$ cat src/rtl/img_rle_scanline_decoder_defines.svh
// Assertion macros shared by the decoder RTL.
// With SYNTH defined the macros expand to nothing.
`ifndef IMG_RLE_SCANLINE_DECODER_DEFINES_SVH
`define IMG_RLE_SCANLINE_DECODER_DEFINES_SVH

`ifndef SYNTH
`define IRSD_ASSERT_IMPLIES(lbl, clk, rst_n, ante, cons) \
    lbl: assert property (@(posedge clk) disable iff (!rst_n) (ante) |-> (cons)) \
        else $error("assertion failed");
`define IRSD_ASSERT_NEXT(lbl, clk, rst_n, ante, cons) \
    lbl: assert property (@(posedge clk) disable iff (!rst_n) (ante) |=> (cons)) \
        else $error("assertion failed");
`else
`define IRSD_ASSERT_IMPLIES(lbl, clk, rst_n, ante, cons)
`define IRSD_ASSERT_NEXT(lbl, clk, rst_n, ante, cons)
`endif

`endif

$ cat src/rtl/imgrle_pkg.sv
package imgrle_pkg;

    localparam int MAX_PATTERN_BYTES_DEF = 8;
    localparam int MAX_LINE_BYTES_DEF    = 1024;
    localparam int QUEUE_DEPTH           = 2;

    // Configuration register indexes.
    localparam logic [1:0] CFG_LINE_BYTES     = 2'd0;
    localparam logic [1:0] CFG_PLANE_COUNT    = 2'd1;
    localparam logic [1:0] CFG_PATTERN_LENGTH = 2'd2;
    localparam logic [1:0] CFG_IMAGE_LINES    = 2'd3;

    localparam logic [10:0] LINE_BYTES_RST     = 11'd80;
    localparam logic [3:0]  PLANE_COUNT_RST    = 4'd1;
    localparam logic [7:0]  PATTERN_LENGTH_RST = 8'd2;
    localparam logic [14:0] IMAGE_LINES_RST    = 15'd400;

    // Run kinds on the output.
    localparam logic [1:0] KIND_LITERAL = 2'd0;
    localparam logic [1:0] KIND_SOLID   = 2'd1;
    localparam logic [1:0] KIND_PATTERN = 2'd2;
    localparam logic [1:0] KIND_MARKER  = 2'd3;

    // Special byte values of the stream.
    localparam logic [7:0] OPC_ZERO       = 8'h00;
    localparam logic [7:0] OPC_BIT_STRING = 8'h80;
    localparam logic [7:0] VRC_MARK       = 8'hFF;
    localparam logic [7:0] FILL_ONES      = 8'hFF;
    localparam logic [6:0] SOLID_LEN_MASK = 7'h7F;

    localparam logic [14:0] LINE_MAX = 15'h7FFF;

    // What the back end does with a command.
    typedef enum logic [1:0] {
        OP_CONSUME,   // advance the plane line by amount bytes
        OP_LITERAL,   // one literal byte, advances the line by one
        OP_NOADV,     // emit without touching the line position
        OP_REPEAT     // load the vertical replication count from amount
    } t_cmd_op;

    typedef struct packed {
        t_cmd_op      op;
        logic [1:0]   kind;
        logic [63:0]  data;
        logic [3:0]   pbytes;
        logic [7:0]   reps;
        logic [15:0]  amount;
        logic         last;
    } t_cmd;

    typedef struct packed {
        logic [10:0] line_bytes;
        logic [3:0]  plane_count;
        logic [7:0]  pattern_length;
        logic [14:0] image_lines;
    } t_cfg;

endpackage

$ cat src/rtl/imgrle_front.sv
module imgrle_front #(
    parameter int MAX_PATTERN_BYTES = imgrle_pkg::MAX_PATTERN_BYTES_DEF
) (
    input  logic              i_clk,
    input  logic              i_rst_n,
    input  logic              i_accept,
    input  logic [7:0]        i_byte,
    input  logic              i_blocked,
    input  logic [7:0]        i_pattern_length,
    output logic              o_push,
    output imgrle_pkg::t_cmd  o_cmd,
    output logic              o_phase_idle
);
    import imgrle_pkg::*;

    localparam int SW   = 8 * MAX_PATTERN_BYTES;
    localparam int RC_W = $clog2(MAX_PATTERN_BYTES + 1);

    typedef enum logic [2:0] {
        PH_OPCODE,
        PH_AFTER_ZERO,
        PH_VRC_FF,
        PH_VRC_COUNT,
        PH_PATTERN,
        PH_BIT_COUNT,
        PH_BIT_DATA
    } t_phase;

    t_phase          r_phase, n_phase;
    logic [7:0]      r_pending, n_pending;
    logic [SW-1:0]   r_store, n_store;
    logic [RC_W-1:0] r_recv, n_recv;
    logic [7:0]      r_reps, n_reps;
    logic [15:0]     r_amount, n_amount;

    always_comb begin
        n_phase   = r_phase;
        n_pending = r_pending;
        n_store   = r_store;
        n_recv    = r_recv;
        n_reps    = r_reps;
        n_amount  = r_amount;
        o_push    = 1'b0;
        o_cmd     = '0;
        o_cmd.op  = OP_NOADV;
        if (i_accept && !i_blocked) begin
            case (r_phase)
                PH_OPCODE: begin
                    if (i_byte == OPC_ZERO) begin
                        n_phase = PH_AFTER_ZERO;
                    end else if (i_byte == OPC_BIT_STRING) begin
                        n_phase = PH_BIT_COUNT;
                    end else begin
                        o_push      = 1'b1;
                        o_cmd.op    = OP_CONSUME;
                        o_cmd.kind  = KIND_SOLID;
                        o_cmd.data  = i_byte[7] ? 64'(FILL_ONES) : 64'd0;
                        o_cmd.reps  = {1'b0, i_byte[6:0] & SOLID_LEN_MASK};
                        o_cmd.amount = 16'(i_byte[6:0] & SOLID_LEN_MASK);
                    end
                end
                PH_AFTER_ZERO: begin
                    if (i_byte == OPC_ZERO) begin
                        n_phase = PH_VRC_FF;
                    end else begin
                        n_reps   = i_byte;
                        n_store  = '0;
                        n_recv   = '0;
                        n_amount = 16'(i_byte) * 16'(i_pattern_length);
                        if (i_pattern_length == 8'd0) begin
                            n_phase     = PH_OPCODE;
                            o_push      = 1'b1;
                            o_cmd.op    = OP_NOADV;
                            o_cmd.kind  = KIND_PATTERN;
                            o_cmd.reps  = i_byte;
                        end else begin
                            n_pending = i_pattern_length;
                            n_phase   = PH_PATTERN;
                        end
                    end
                end
                PH_VRC_FF: begin
                    n_phase = (i_byte == VRC_MARK) ? PH_VRC_COUNT : PH_OPCODE;
                end
                PH_VRC_COUNT: begin
                    n_phase      = PH_OPCODE;
                    o_push       = 1'b1;
                    o_cmd.op     = OP_REPEAT;
                    o_cmd.kind   = KIND_MARKER;
                    o_cmd.amount = 16'((i_byte == 8'd0) ? 8'd1 : i_byte);
                end
                PH_PATTERN: begin
                    if (32'(r_recv) < MAX_PATTERN_BYTES) begin
                        for (int k = 0; k < MAX_PATTERN_BYTES; k++) begin
                            if (r_recv == RC_W'(k)) begin
                                n_store[8*k +: 8] = i_byte;
                            end
                        end
                        n_recv = r_recv + RC_W'(1);
                    end
                    if (r_pending != 8'd0) begin
                        n_pending = r_pending - 8'd1;
                    end
                    if (n_pending == 8'd0) begin
                        n_phase      = PH_OPCODE;
                        o_push       = 1'b1;
                        o_cmd.op     = OP_CONSUME;
                        o_cmd.kind   = KIND_PATTERN;
                        o_cmd.data   = 64'(n_store);
                        o_cmd.pbytes = 4'(n_recv);
                        o_cmd.reps   = r_reps;
                        o_cmd.amount = r_amount;
                    end
                end
                PH_BIT_COUNT: begin
                    if (i_byte == 8'd0) begin
                        n_phase = PH_OPCODE;
                    end else begin
                        n_pending = i_byte;
                        n_phase   = PH_BIT_DATA;
                    end
                end
                PH_BIT_DATA: begin
                    if (r_pending != 8'd0) begin
                        n_pending = r_pending - 8'd1;
                    end
                    if (n_pending == 8'd0) begin
                        n_phase = PH_OPCODE;
                    end
                    o_push      = 1'b1;
                    o_cmd.op    = OP_LITERAL;
                    o_cmd.kind  = KIND_LITERAL;
                    o_cmd.data  = 64'(i_byte);
                    o_cmd.reps  = 8'd1;
                    o_cmd.last  = (n_pending == 8'd0);
                end
                default: begin
                    n_phase = PH_OPCODE;
                end
            endcase
        end
    end

    always_ff @(posedge i_clk) begin
        if (!i_rst_n) begin
            r_phase   <= PH_OPCODE;
            r_pending <= '0;
            r_store   <= '0;
            r_recv    <= '0;
            r_reps    <= '0;
            r_amount  <= '0;
        end else begin
            r_phase   <= n_phase;
            r_pending <= n_pending;
            r_store   <= n_store;
            r_recv    <= n_recv;
            r_reps    <= n_reps;
            r_amount  <= n_amount;
        end
    end

    assign o_phase_idle = (r_phase == PH_OPCODE);

endmodule

$ cat src/rtl/imgrle_queue.sv
`include "img_rle_scanline_decoder_defines.svh"

module imgrle_queue (
    input  logic              i_clk,
    input  logic              i_rst_n,
    input  logic              i_push,
    input  imgrle_pkg::t_cmd  i_cmd,
    input  logic              i_pop,
    output imgrle_pkg::t_cmd  o_head,
    output logic              o_not_empty,
    output logic              o_full
);
    import imgrle_pkg::*;

    localparam int PTR_W = (QUEUE_DEPTH > 1) ? $clog2(QUEUE_DEPTH) : 1;
    localparam int CNT_W = $clog2(QUEUE_DEPTH + 1);

    t_cmd             r_mem [QUEUE_DEPTH];
    logic [PTR_W-1:0] r_wr_ptr, r_rd_ptr;
    logic [CNT_W-1:0] r_count;

    function automatic logic [PTR_W-1:0] f_wrap(input logic [PTR_W-1:0] p);
        f_wrap = (p == PTR_W'(QUEUE_DEPTH - 1)) ? '0 : p + PTR_W'(1);
    endfunction

    always_ff @(posedge i_clk) begin
        if (i_push) begin
            r_mem[r_wr_ptr] <= i_cmd;
        end
    end

    always_ff @(posedge i_clk) begin
        if (!i_rst_n) begin
            r_wr_ptr <= '0;
            r_rd_ptr <= '0;
            r_count  <= '0;
        end else begin
            if (i_push) begin
                r_wr_ptr <= f_wrap(r_wr_ptr);
            end
            if (i_pop) begin
                r_rd_ptr <= f_wrap(r_rd_ptr);
            end
            if (i_push && !i_pop) begin
                r_count <= r_count + CNT_W'(1);
            end else if (i_pop && !i_push) begin
                r_count <= r_count - CNT_W'(1);
            end
        end
    end

    assign o_head      = r_mem[r_rd_ptr];
    assign o_not_empty = (r_count != '0);
    assign o_full      = (r_count == CNT_W'(QUEUE_DEPTH));

    `IRSD_ASSERT_IMPLIES(a_no_overflow, i_clk, i_rst_n, i_push, !o_full || i_pop)
    `IRSD_ASSERT_IMPLIES(a_no_underflow, i_clk, i_rst_n, i_pop, o_not_empty)

endmodule

$ cat src/rtl/imgrle_back.sv
`include "img_rle_scanline_decoder_defines.svh"

module imgrle_back #(
    parameter int MAX_LINE_BYTES = imgrle_pkg::MAX_LINE_BYTES_DEF
) (
    input  logic              i_clk,
    input  logic              i_rst_n,
    input  imgrle_pkg::t_cfg  i_cfg,
    input  logic              i_line_write,
    input  logic [10:0]       i_line_data,
    input  logic              i_phase_idle,
    input  imgrle_pkg::t_cmd  i_head,
    input  logic              i_head_valid,
    output logic              o_pop,
    output logic              o_blocked,
    output logic              o_valid,
    input  logic              i_ready,
    output logic [1:0]        o_run_kind,
    output logic [63:0]       o_run_data,
    output logic [3:0]        o_pattern_bytes,
    output logic [7:0]        o_repeat_count,
    output logic [2:0]        o_plane_index,
    output logic [14:0]       o_line_index,
    output logic              o_plane_line_end,
    output logic              o_row_end,
    output logic [7:0]        o_replicate_lines,
    output logic              o_image_done
);
    import imgrle_pkg::*;

    localparam int BL_W = $clog2(MAX_LINE_BYTES + 1);

    function automatic logic [BL_W-1:0] f_eff_line(input logic [10:0] v);
        if (v == 11'd0) begin
            f_eff_line = BL_W'(1);
        end else if (32'(v) > MAX_LINE_BYTES) begin
            f_eff_line = BL_W'(MAX_LINE_BYTES);
        end else begin
            f_eff_line = BL_W'(v);
        end
    endfunction

    logic [BL_W-1:0] r_bytes_left, n_bytes_left;
    logic [2:0]      r_plane, n_plane;
    logic [14:0]     r_line, n_line;
    logic [7:0]      r_repeat, n_repeat;
    logic            r_finished, n_finished;
    logic            r_out_valid;

    logic [3:0]      eff_planes;
    logic [15:0]     line_sum;
    logic [14:0]     next_line;
    logic            pend, row, done;
    logic [7:0]      rep_out;
    logic            fresh;

    always_comb begin
        if (i_cfg.plane_count == 4'd0) begin
            eff_planes = 4'd1;
        end else if (i_cfg.plane_count > 4'd8) begin
            eff_planes = 4'd8;
        end else begin
            eff_planes = i_cfg.plane_count;
        end
    end

    assign line_sum  = 16'(r_line) + 16'(r_repeat);
    assign next_line = (line_sum > 16'(LINE_MAX)) ? LINE_MAX : line_sum[14:0];

    always_comb begin
        n_bytes_left = r_bytes_left;
        n_plane      = r_plane;
        n_line       = r_line;
        n_repeat     = r_repeat;
        n_finished   = r_finished;
        pend         = 1'b0;
        row          = 1'b0;
        done         = 1'b0;
        rep_out      = r_repeat;
        case (i_head.op)
            OP_CONSUME: begin
                if (i_head.amount >= 16'(r_bytes_left)) begin
                    pend         = 1'b1;
                    n_bytes_left = '0;
                end else begin
                    n_bytes_left = r_bytes_left - BL_W'(i_head.amount);
                end
            end
            OP_LITERAL: begin
                if (r_bytes_left != '0) begin
                    n_bytes_left = r_bytes_left - BL_W'(1);
                end
                pend = i_head.last && (n_bytes_left == '0);
            end
            OP_REPEAT: begin
                n_repeat = i_head.amount[7:0];
                rep_out  = i_head.amount[7:0];
            end
            default: begin
            end
        endcase
        if (pend) begin
            n_bytes_left = f_eff_line(i_cfg.line_bytes);
            if (4'(r_plane) + 4'd1 >= eff_planes) begin
                row      = 1'b1;
                n_line   = next_line;
                n_plane  = '0;
                n_repeat = 8'd1;
                if (next_line >= i_cfg.image_lines) begin
                    n_finished = 1'b1;
                    done       = 1'b1;
                end
            end else begin
                n_plane = r_plane + 3'd1;
            end
        end
    end

    assign o_pop     = i_head_valid && (!r_out_valid || i_ready);
    assign o_blocked = r_finished || (r_line >= i_cfg.image_lines);
    assign fresh     = i_phase_idle && (r_bytes_left == f_eff_line(i_cfg.line_bytes));

    always_ff @(posedge i_clk) begin
        if (!i_rst_n) begin
            r_bytes_left <= f_eff_line(LINE_BYTES_RST);
            r_plane      <= '0;
            r_line       <= '0;
            r_repeat     <= 8'd1;
            r_finished   <= 1'b0;
            r_out_valid  <= 1'b0;
        end else begin
            if (o_pop && !r_finished) begin
                r_bytes_left <= n_bytes_left;
                r_plane      <= n_plane;
                r_line       <= n_line;
                r_repeat     <= n_repeat;
                r_finished   <= n_finished;
            end else if (i_line_write && fresh) begin
                r_bytes_left <= f_eff_line(i_line_data);
            end
            if (o_pop) begin
                r_out_valid <= !r_finished;
            end else if (i_ready) begin
                r_out_valid <= 1'b0;
            end
        end
    end

    always_ff @(posedge i_clk) begin
        if (o_pop && !r_finished) begin
            o_run_kind        <= i_head.kind;
            o_run_data        <= i_head.data;
            o_pattern_bytes   <= i_head.pbytes;
            o_repeat_count    <= i_head.reps;
            o_plane_index     <= r_plane;
            o_line_index      <= r_line;
            o_plane_line_end  <= pend;
            o_row_end         <= row;
            o_replicate_lines <= rep_out;
            o_image_done      <= done;
        end
    end

    assign o_valid = r_out_valid;

    `IRSD_ASSERT_NEXT(a_finished_sticky, i_clk, i_rst_n, r_finished, r_finished)
    `IRSD_ASSERT_IMPLIES(a_row_has_line_end, i_clk, i_rst_n, r_out_valid && o_row_end, o_plane_line_end)
    `IRSD_ASSERT_IMPLIES(a_left_in_range, i_clk, i_rst_n, 1'b1, 32'(r_bytes_left) <= MAX_LINE_BYTES)
    `IRSD_ASSERT_NEXT(a_no_run_after_done, i_clk, i_rst_n, r_finished, !(o_pop && !r_finished))

endmodule

$ cat src/rtl/img_rle_scanline_decoder.sv
// Run-length decoder for bitmap scanlines: takes one compressed byte per transaction on
// the code channel and delivers at most one run descriptor per byte on the run channel
// (literal byte, solid fill run, pattern run, or a marker carrying a new vertical
// replication count), tagged with plane, line and end-of-plane-line, end-of-row and
// end-of-image flags. A new byte is accepted every cycle as long as the two-entry command
// queue between the parser and the line tracker has room, so the sustained rate is one
// byte per clock when the consumer takes runs every cycle. A descriptor is registered
// first in the command queue and then in the output register, where it is held until
// the run channel takes it. The code ready signal depends only on the queue fill level,
// never on the run channel directly. Bytes after the image is complete are accepted and
// dropped. The configuration registers (line bytes, plane count, pattern length, image
// lines) are written through a simple write port and may only change while no
// transaction is in flight. At most MAX_PATTERN_BYTES pattern bytes are kept per
// pattern run; the line width is clamped to MAX_LINE_BYTES.
module img_rle_scanline_decoder #(
    parameter int MAX_PATTERN_BYTES = imgrle_pkg::MAX_PATTERN_BYTES_DEF,
    parameter int MAX_LINE_BYTES    = imgrle_pkg::MAX_LINE_BYTES_DEF
) (
    input  logic        i_clk,
    input  logic        i_rst_n,
    input  logic        i_cfg_we,
    input  logic [1:0]  i_cfg_index,
    input  logic [14:0] i_cfg_data,
    input  logic        i_code_valid,
    output logic        o_code_ready,
    input  logic [7:0]  i_code_byte,
    output logic        o_run_valid,
    input  logic        i_run_ready,
    output logic [1:0]  o_run_kind,
    output logic [63:0] o_run_data,
    output logic [3:0]  o_pattern_bytes,
    output logic [7:0]  o_repeat_count,
    output logic [2:0]  o_plane_index,
    output logic [14:0] o_line_index,
    output logic        o_plane_line_end,
    output logic        o_row_end,
    output logic [7:0]  o_replicate_lines,
    output logic        o_image_done
);
    import imgrle_pkg::*;

    // Configuration registers.
    t_cfg r_cfg;

    // Handshake and internal connections.
    logic accept;
    logic push, pop, blocked, phase_idle;
    logic q_not_empty, q_full;
    t_cmd push_cmd, head_cmd;
    logic line_write;

    always_ff @(posedge i_clk) begin
        if (!i_rst_n) begin
            r_cfg.line_bytes     <= LINE_BYTES_RST;
            r_cfg.plane_count    <= PLANE_COUNT_RST;
            r_cfg.pattern_length <= PATTERN_LENGTH_RST;
            r_cfg.image_lines    <= IMAGE_LINES_RST;
        end else if (i_cfg_we) begin
            case (i_cfg_index)
                CFG_LINE_BYTES:     r_cfg.line_bytes     <= i_cfg_data[10:0];
                CFG_PLANE_COUNT:    r_cfg.plane_count    <= i_cfg_data[3:0];
                CFG_PATTERN_LENGTH: r_cfg.pattern_length <= i_cfg_data[7:0];
                CFG_IMAGE_LINES:    r_cfg.image_lines    <= i_cfg_data[14:0];
                default: begin
                end
            endcase
        end
    end

    // A line width write also reloads the byte count of a plane line that has not
    // started yet; the back end decides that against the old width.
    assign line_write = i_cfg_we && (i_cfg_index == CFG_LINE_BYTES);

    assign o_code_ready = !q_full;
    assign accept       = i_code_valid && o_code_ready;

    // The front end parses record headers and collects pattern and literal bytes.
    imgrle_front #(
        .MAX_PATTERN_BYTES (MAX_PATTERN_BYTES)
    ) u_front (
        .i_clk            (i_clk),
        .i_rst_n          (i_rst_n),
        .i_accept         (accept),
        .i_byte           (i_code_byte),
        .i_blocked        (blocked),
        .i_pattern_length (r_cfg.pattern_length),
        .o_push           (push),
        .o_cmd            (push_cmd),
        .o_phase_idle     (phase_idle)
    );

    imgrle_queue u_queue (
        .i_clk       (i_clk),
        .i_rst_n     (i_rst_n),
        .i_push      (push),
        .i_cmd       (push_cmd),
        .i_pop       (pop),
        .o_head      (head_cmd),
        .o_not_empty (q_not_empty),
        .o_full      (q_full)
    );

    // The back end tracks the position in the plane line, the plane and the line, and
    // drops commands that arrive after the image is complete.
    imgrle_back #(
        .MAX_LINE_BYTES (MAX_LINE_BYTES)
    ) u_back (
        .i_clk             (i_clk),
        .i_rst_n           (i_rst_n),
        .i_cfg             (r_cfg),
        .i_line_write      (line_write),
        .i_line_data       (i_cfg_data[10:0]),
        .i_phase_idle      (phase_idle),
        .i_head            (head_cmd),
        .i_head_valid      (q_not_empty),
        .o_pop             (pop),
        .o_blocked         (blocked),
        .o_valid           (o_run_valid),
        .i_ready           (i_run_ready),
        .o_run_kind        (o_run_kind),
        .o_run_data        (o_run_data),
        .o_pattern_bytes   (o_pattern_bytes),
        .o_repeat_count    (o_repeat_count),
        .o_plane_index     (o_plane_index),
        .o_line_index      (o_line_index),
        .o_plane_line_end  (o_plane_line_end),
        .o_row_end         (o_row_end),
        .o_replicate_lines (o_replicate_lines),
        .o_image_done      (o_image_done)
    );

endmodule

$ cat config.mk
export PLATFORM = sky130hd
export DESIGN_NAME = img_rle_scanline_decoder
export DESIGN_NICKNAME = d
export VERILOG_FILES = /design/src/rtl/imgrle_pkg.sv /design/src/rtl/imgrle_front.sv /design/src/rtl/imgrle_queue.sv /design/src/rtl/imgrle_back.sv /design/src/rtl/img_rle_scanline_decoder.sv
export VERILOG_INCLUDE_DIRS = /design/src /design/src/rtl
export SDC_FILE = /design/constraint.sdc
export NUM_CORES = 1
export LEC_CHECK = 0
export BUFFER_PORTS_ARGS = -buffer_cell sky130_fd_sc_hd__buf_4
export CORE_ASPECT_RATIO = 1.2
export CORE_MARGIN = 4
export CORE_UTILIZATION = 50
export CTS_BUF_LIST = sky130_fd_sc_hd__clkbuf_8
export CTS_CLUSTER_DIAMETER = 80
export DETAILED_ROUTE_END_ITERATION = 7
export PLACE_DENSITY = 0.73
export SYNTH_ARGS = -nofsm -noshare
export SYNTH_HDL_FRONTEND = slang
export SYNTH_HIERARCHICAL = 1
export SYNTH_SLANG_ARGS = --single-unit
$ cat constraint.sdc
create_clock -name i_clk -period 9.7 [get_ports i_clk]
set_input_delay 1.455 -clock i_clk [delete_from_list [all_inputs] [get_ports i_clk]]
set_output_delay 1.455 -clock i_clk [all_outputs]
set_load 0.02 [all_outputs]
# After elaboration in Yosys (flattened, before gate mapping)
# Memories as Yosys holds them, arrays and structs flattened. A register that Yosys moved wholly into a read port is not among the register bits.
# Cells that the tools add are included.
# op_classes
n_bitwise	1
reduce_logical	52
n_eq_ne	29
magnitude_cmp	9
addsub	11
mul	1
muxes	89
# ops
cell	n
one-hot mux 64 bit (3 select lines)	1
two-way mux 8 bit	23
two-way mux 68 bit	2
two-way mux 64 bit	2
one-hot mux 64 bit (2 select lines)	1
two-way mux 11 bit	10
two-way mux 97 bit	1
two-way mux 96 bit	1
one-hot mux 8 bit (4 select lines)	2
one-hot mux 16 bit (3 select lines)	1
zero test 11 bit	3
zero test 8 bit	4
greater-or-equal comparator 15 bit	2
two-way mux 24 bit	1
two-way mux 3 bit	8
two-way mux 4 bit	6
two-way mux 23 bit	1
> comparator 11 bit, second input constant	2
one-hot mux 11 bit (2 select lines)	1
one-hot mux 4 bit (5 select lines)	1
two-way mux 1 bit	18
one-hot mux 3 bit (6 select lines)	1
adder 15 x 8 -> 16 bit	1
equality test 4 x 3 -> 1 bit, second input constant	4
other kinds (49)	95
# word_totals
input_bits	30
word_cells	222
mem_count	1
reg_bits	291
mem_bits_rw	194
# mem_list
name	words	word_bits	read_ports	rd_clocked_by_memory_dff	write_ports	line_no	source
u_queue.r_mem	2	97	1	1	1	imgrle_queue.sv:18	t_cmd r_mem [QUEUE_DEPTH];

# Depth between registers and ports, before layout
# logic_depth
depth_word	13
mapped_depth	19

# By module
# Netlist, hierarchy kept.
# modules_own_cells
module	instances	cells_each	area_per_inst_um2
imgrle_front	1	1070	8074.0
imgrle_back	1	731	7901.3
imgrle_queue	1	324	7335.8
img_rle_scanline_decoder	1	154	1496.4

# Worst setup path before layout
# Ideal clock, no wire load.
# synth_path
path_type	register to register
from	register u_back.r_line[0]
to	memory u_queue/r_mem[0][0] (netlist bit), enable pin
stages_incl_launch_ff	17
slack_ps	2367
path_buffers	1
arrival_time_ps	6768
t_required_ps	9134
cell_sequence	dfxtp_1 inv_1 ha_1 nand2b_1 a21oi_1 nor2b_1 o21ai_0 a21oi_1 o41ai_1 o2111a_1 nor2_1 nand2b_1 clkbuf_1 a21oi_1 o21ai_0 a41oi_1 nor2b_1
# synth_between
elab_chain_cells	7
# synth_lines
element	line_no	source
start, declared	imgrle_back.sv:45	logic [14:0] r_line, n_line;
start signal, assigned	imgrle_back.sv:135	r_line <= n_line;
greater-or-equal comparator 15 bit	imgrle_back.sv:120	assign o_blocked = r_finished || (r_line >= i_cfg.image_lines);
logical OR 1 bit	imgrle_back.sv:120	
net blocked	img_rle_scanline_decoder.sv:47	logic push, pop, blocked, phase_idle;
zero test 1 bit	imgrle_front.sv:46	if (i_accept && !i_blocked) begin
logical AND 1 bit	imgrle_front.sv:46	
two-way mux 1 bit	imgrle_front.sv:46	
net push	img_rle_scanline_decoder.sv:47	
two-way mux 1 bit	imgrle_queue.sv:27	if (i_push) begin
two-way mux 1 bit (not written as such)	imgrle_queue.sv:28	r_mem[r_wr_ptr] <= i_cmd;
end, declared	imgrle_queue.sv:18	
# The timed path passes the listed nets, and every way through them passes these cells.

# Final worst setup path
# layout_path
from	register u_back.r_line[0]
to	memory u_queue/r_mem[0][48] (netlist bit), enable pin
# Same word-level chain as after synthesis.

==> reports/metrics.cfg <==
[run_status]
outcome=finished, final reports clean

[floorplanning]
start_util_pct=50.5
die_h_um=252
boundaryPins=139
die_w_um=211
fp-row-count=89
dieArea_sq_mm=0.0533
core_sq_mm=0.0491

[clocking]
postCtsSetupBuffers=0
htree_levels=3
cts_resized=0
clk_pin_slew_ps=60
ctsHoldBuffers=0
clkLatencyLatePin_ps=690
cts_buffers=81
clockBufferDepth=3
root_buffer=clkbuf_8
cts_tree=done
cts.sinks=486

[critical_path]
r2r_cells=17
crit_path_start=u_back/r_line[0]
rrSetupSlack_ps=4270
arrival_ps=5700
crit_required_ps=9970
startpoint_type=register
crit_chain=inv_1 -> ha_1 -> nand2b_1 -> a21oi_1 -> nor2b_1 -> o21ai_0 -> a21oi_1 -> o41ai_1 -> o2111a_1 -> nor2_1 -> nand2b_1 -> a21oi_1 -> o21ai_0 -> a41oi_1 -> nor2b_4 -> buf_4 -> buf_4
crit_cells=17
cpMostUsedCell=a21oi_1
r2r-start=u_back/r_line[0]
worstReg2RegEnd=u_queue/r_mem[0][48]
crit_slowest_cell=buf_4
criticalPathCategory=reg -> reg
critPathMaxStageDelay_ps=730
crit_buf_inv=3
critPathTopFamily=compound AO/OA/AOI/OAI gates
crit_end=u_queue/r_mem[0][48]
crit_path_end_kind=register
worstPathMaxFanout=49

[power_and_ir_drop]
p_int_mw=4.41
peakVddDrop_uv=161
comb_power_share_pct=29.6
clockPowerShare_pct=27.0
leakage_nw=10.7
switching_share_pct=33.9
switchingPower_mw=2.26
p_per_area_mw_per_mm2=240
seqPwrFrac_pct=43.4

[global_route]
overflow=0
grt_antenna_before_repair=1
grt_usage_pct=23.4
grt_pass1_vias=18300
grt_max_degree=98
grt_pass1_wl_mm=99.5

[timing]
rsz0062_at_grt=false
fin_worst_skew_ps=52.8
max_freq_mhz=184
max_slew_margin_pct=26.1
period_share_pct=56.0
hold_slack_ps=457
drv_slew=0
worst_pin_slew_ps=1110
hold_viol_final=0
fin_setup_tns_ps=0
finalSetupViolCount=0
fin_crit_ps=5430

[logic_synthesis]
synthFlopType=edfxtp_1
yosysWarnings=6
synth_cell_types=93
syn_avg_cell_area_sq_um=10.9
syn-num-nets=2457
synth-edff-count=301
ys_async_sr_fraction_pct=0
synth_area_sq_mm=0.0248
ys_seq_area_share_pct=51.4
synth_cells=2279
synth_seq_cells=486

[routing]
wirelength_mm=64.0
wl_per_cell_um=20.7
num_vias=18400
via_per_inst=5.93
drt_iter0_markers=2009
drc=0
dr.pass1.iters=6
ant_nets=0

[final_layout]
fillCellCount=4067
drive_above_1_share_pct=16.8
area_growth_syn_to_layout_pct=12.3
nets=2567

[run]
drv_cap=0

[hold_path]
hp-class=reg -> reg

[place]
port_buffers=138
place_congestion=0.897
dp_hpwl_mm=42.7

==> cells by family (layout without fill, tap and decap cells) <==
family | count (synthesis) | in the layout | share of synthesized area, %
and+or+nand+nor | 752 | 752 | 14.7
DFF | 486 | 486 | 51.4
AOI/OAI and AO/OA | 454 | 454 | 12.5
buffers and inverters | 247 | 425 | 4.28
muxes | 153 | 153 | 7.13
adders and majority gates | 148 | 148 | 8.61
xor gates and xnor gates | 39 | 39 | 1.38
other | 0 | 1 | 0
==> flip-flops by register name (all words and copies together), names as in the netlist, 2 cells and up, named ones only <==
register                  flops
u_front/r_recv                4
u_back/o_pattern_bytes        4
u_queue/r_count               2
u_back/o_plane_index          3
u_back/r_plane                3
r_cfg                        38
u_back/o_line_index          15
u_front/r_pending             8
u_front/r_reps                8
u_back/r_repeat               8
u_back/r_line                15
u_back/o_replicate_lines      8
u_front/r_phase               3
u_front/r_store              64
u_front/r_amount             16
u_back/o_run_kind             2
u_back/o_repeat_count         8
u_back/o_run_data            64
u_back/r_bytes_left          11
u_queue/r_mem               194
==> worst reg2reg max path, delay by kind of cell (launching register included) <==
kind | cells | cell delay, ps
AO/OA/AOI/OAI | 8 | 1930
buffers and inverters | 3 | 1340
AND/OR/NAND/NOR | 5 | 1070
flip-flops | 1 | 390
adder cells (fa/ha/maj) | 1 | 260
==> how the worst min path moves through the flow <==
stage,depth (start not counted),end,slack (ps),from
after CTS,2,u_front/r_reps[0],460,u_front/r_reps[0]
final,2,r_cfg[13],460,r_cfg[13]
after global placement,2,u_front/r_reps[3],440,u_front/r_reps[3]
after global routing,2,r_cfg[9],480,r_cfg[9]
after floorplan,2,u_front/r_amount[9],430,u_front/r_amount[9]
after detailed placement,2,r_cfg[14],450,r_cfg[14]
==> power groups by stage <==
stage          registers (mW)  clock network, mW  logic (mW)
4_1_cts                  2.90               1.85        1.98
3_5_place_dp             2.93                  0        1.97
5_1_grt                  2.93               1.96        2.12
3_3_place_gp             2.93                  0        1.95
2_1_floorplan            3.16                  0        1.05
6_report                 2.90               1.80        1.97
==> cell usage after synthesis (all sizes together) (6+ instances only) <==
master  count  share of area, %
a22oi      21              0.64
nand4      13              0.35
mux2i      53               2.1
xor2       18              0.64
buf        49               1.3
a31oi      13              0.33
nand3      64               1.3
xnor2      21              0.74
nor3       21              0.47
ha        110               5.5
or3         9              0.23
a211oi     15              0.45
a32oi      55               1.9
o21a       16              0.48
nor2b      27              0.68
inv       114               1.7
nor2      169               2.6
dfxtp     185                15
a22o       14              0.49
a21o       17              0.51
o22ai       6              0.15
and2       80               2.0
nand4b      8              0.28
mux2      100               5.0
edfxtp    301                36
nor4       16              0.60
and3       14              0.35
a311oi      7              0.32
o211ai     10              0.30
o21ai      69               1.4
nand2     277               4.2
nand2b     22              0.55
fa         38               3.1
clkbuf     81               1.2
a21oi     139               2.8
a21boi      6              0.18
==> stage by stage <==
stage / power [mW] / instance area [sq um] / std cells / setup slack (ps) / util (%)
global route: 7.01 / 27900 / 3095 / 3910 / 56.7
detailed placement: 4.90 / 26200 / 2943 / 3820 / 53.3
finish: 6.67 / 27900 / 3095 / 4270 / 56.7
floorplan: 4.21 / 24800 / 2279 / 2370 / -
CTS: 6.73 / 27800 / 3094 / 4270 / 56.7
global placement: 4.88 / 26200 / 2943 / 3960 / 53.3
==> cell type report <==
cell class	instances	area [sq um]	share of cell area [%]
Antenna cell	1	2.50	0.00898
Clock buffer	98	1350	4.84
Clock inverter	53	303	1.09
Multi-Input combinational cell	1546	11000	39.6
Tap cell	637	797	2.86
Timing Repair Buffer	157	1180	4.23
Sequential cell	486	12700	45.8
Inverter	117	442	1.59
==> cell usage in the layout, fill, tap and decap left out, types with 78 or more instances in the layout <==
cell type / count
nor2_1: 169
and2_1: 78
edfxtp_1: 301
a21oi_1: 137
nand2_1: 276
clkbuf_8: 98
dfxtp_1: 184
ha_1: 110
inv_1: 138
buf_4: 157
==> routing by layer <==
metal | track usage (%) | part of all wire (%) | vias to the layer above
met2 | 39.4 | 49 | 783
li1 | - | - | 8488
met5 | 0 | 0 | -
met4 | 10.0 | 3.5 | 0
met1 | 29.8 | 40 | 8945
met3 | 4.24 | 6.7 | 149
Power figures use the tool's default switching activity.
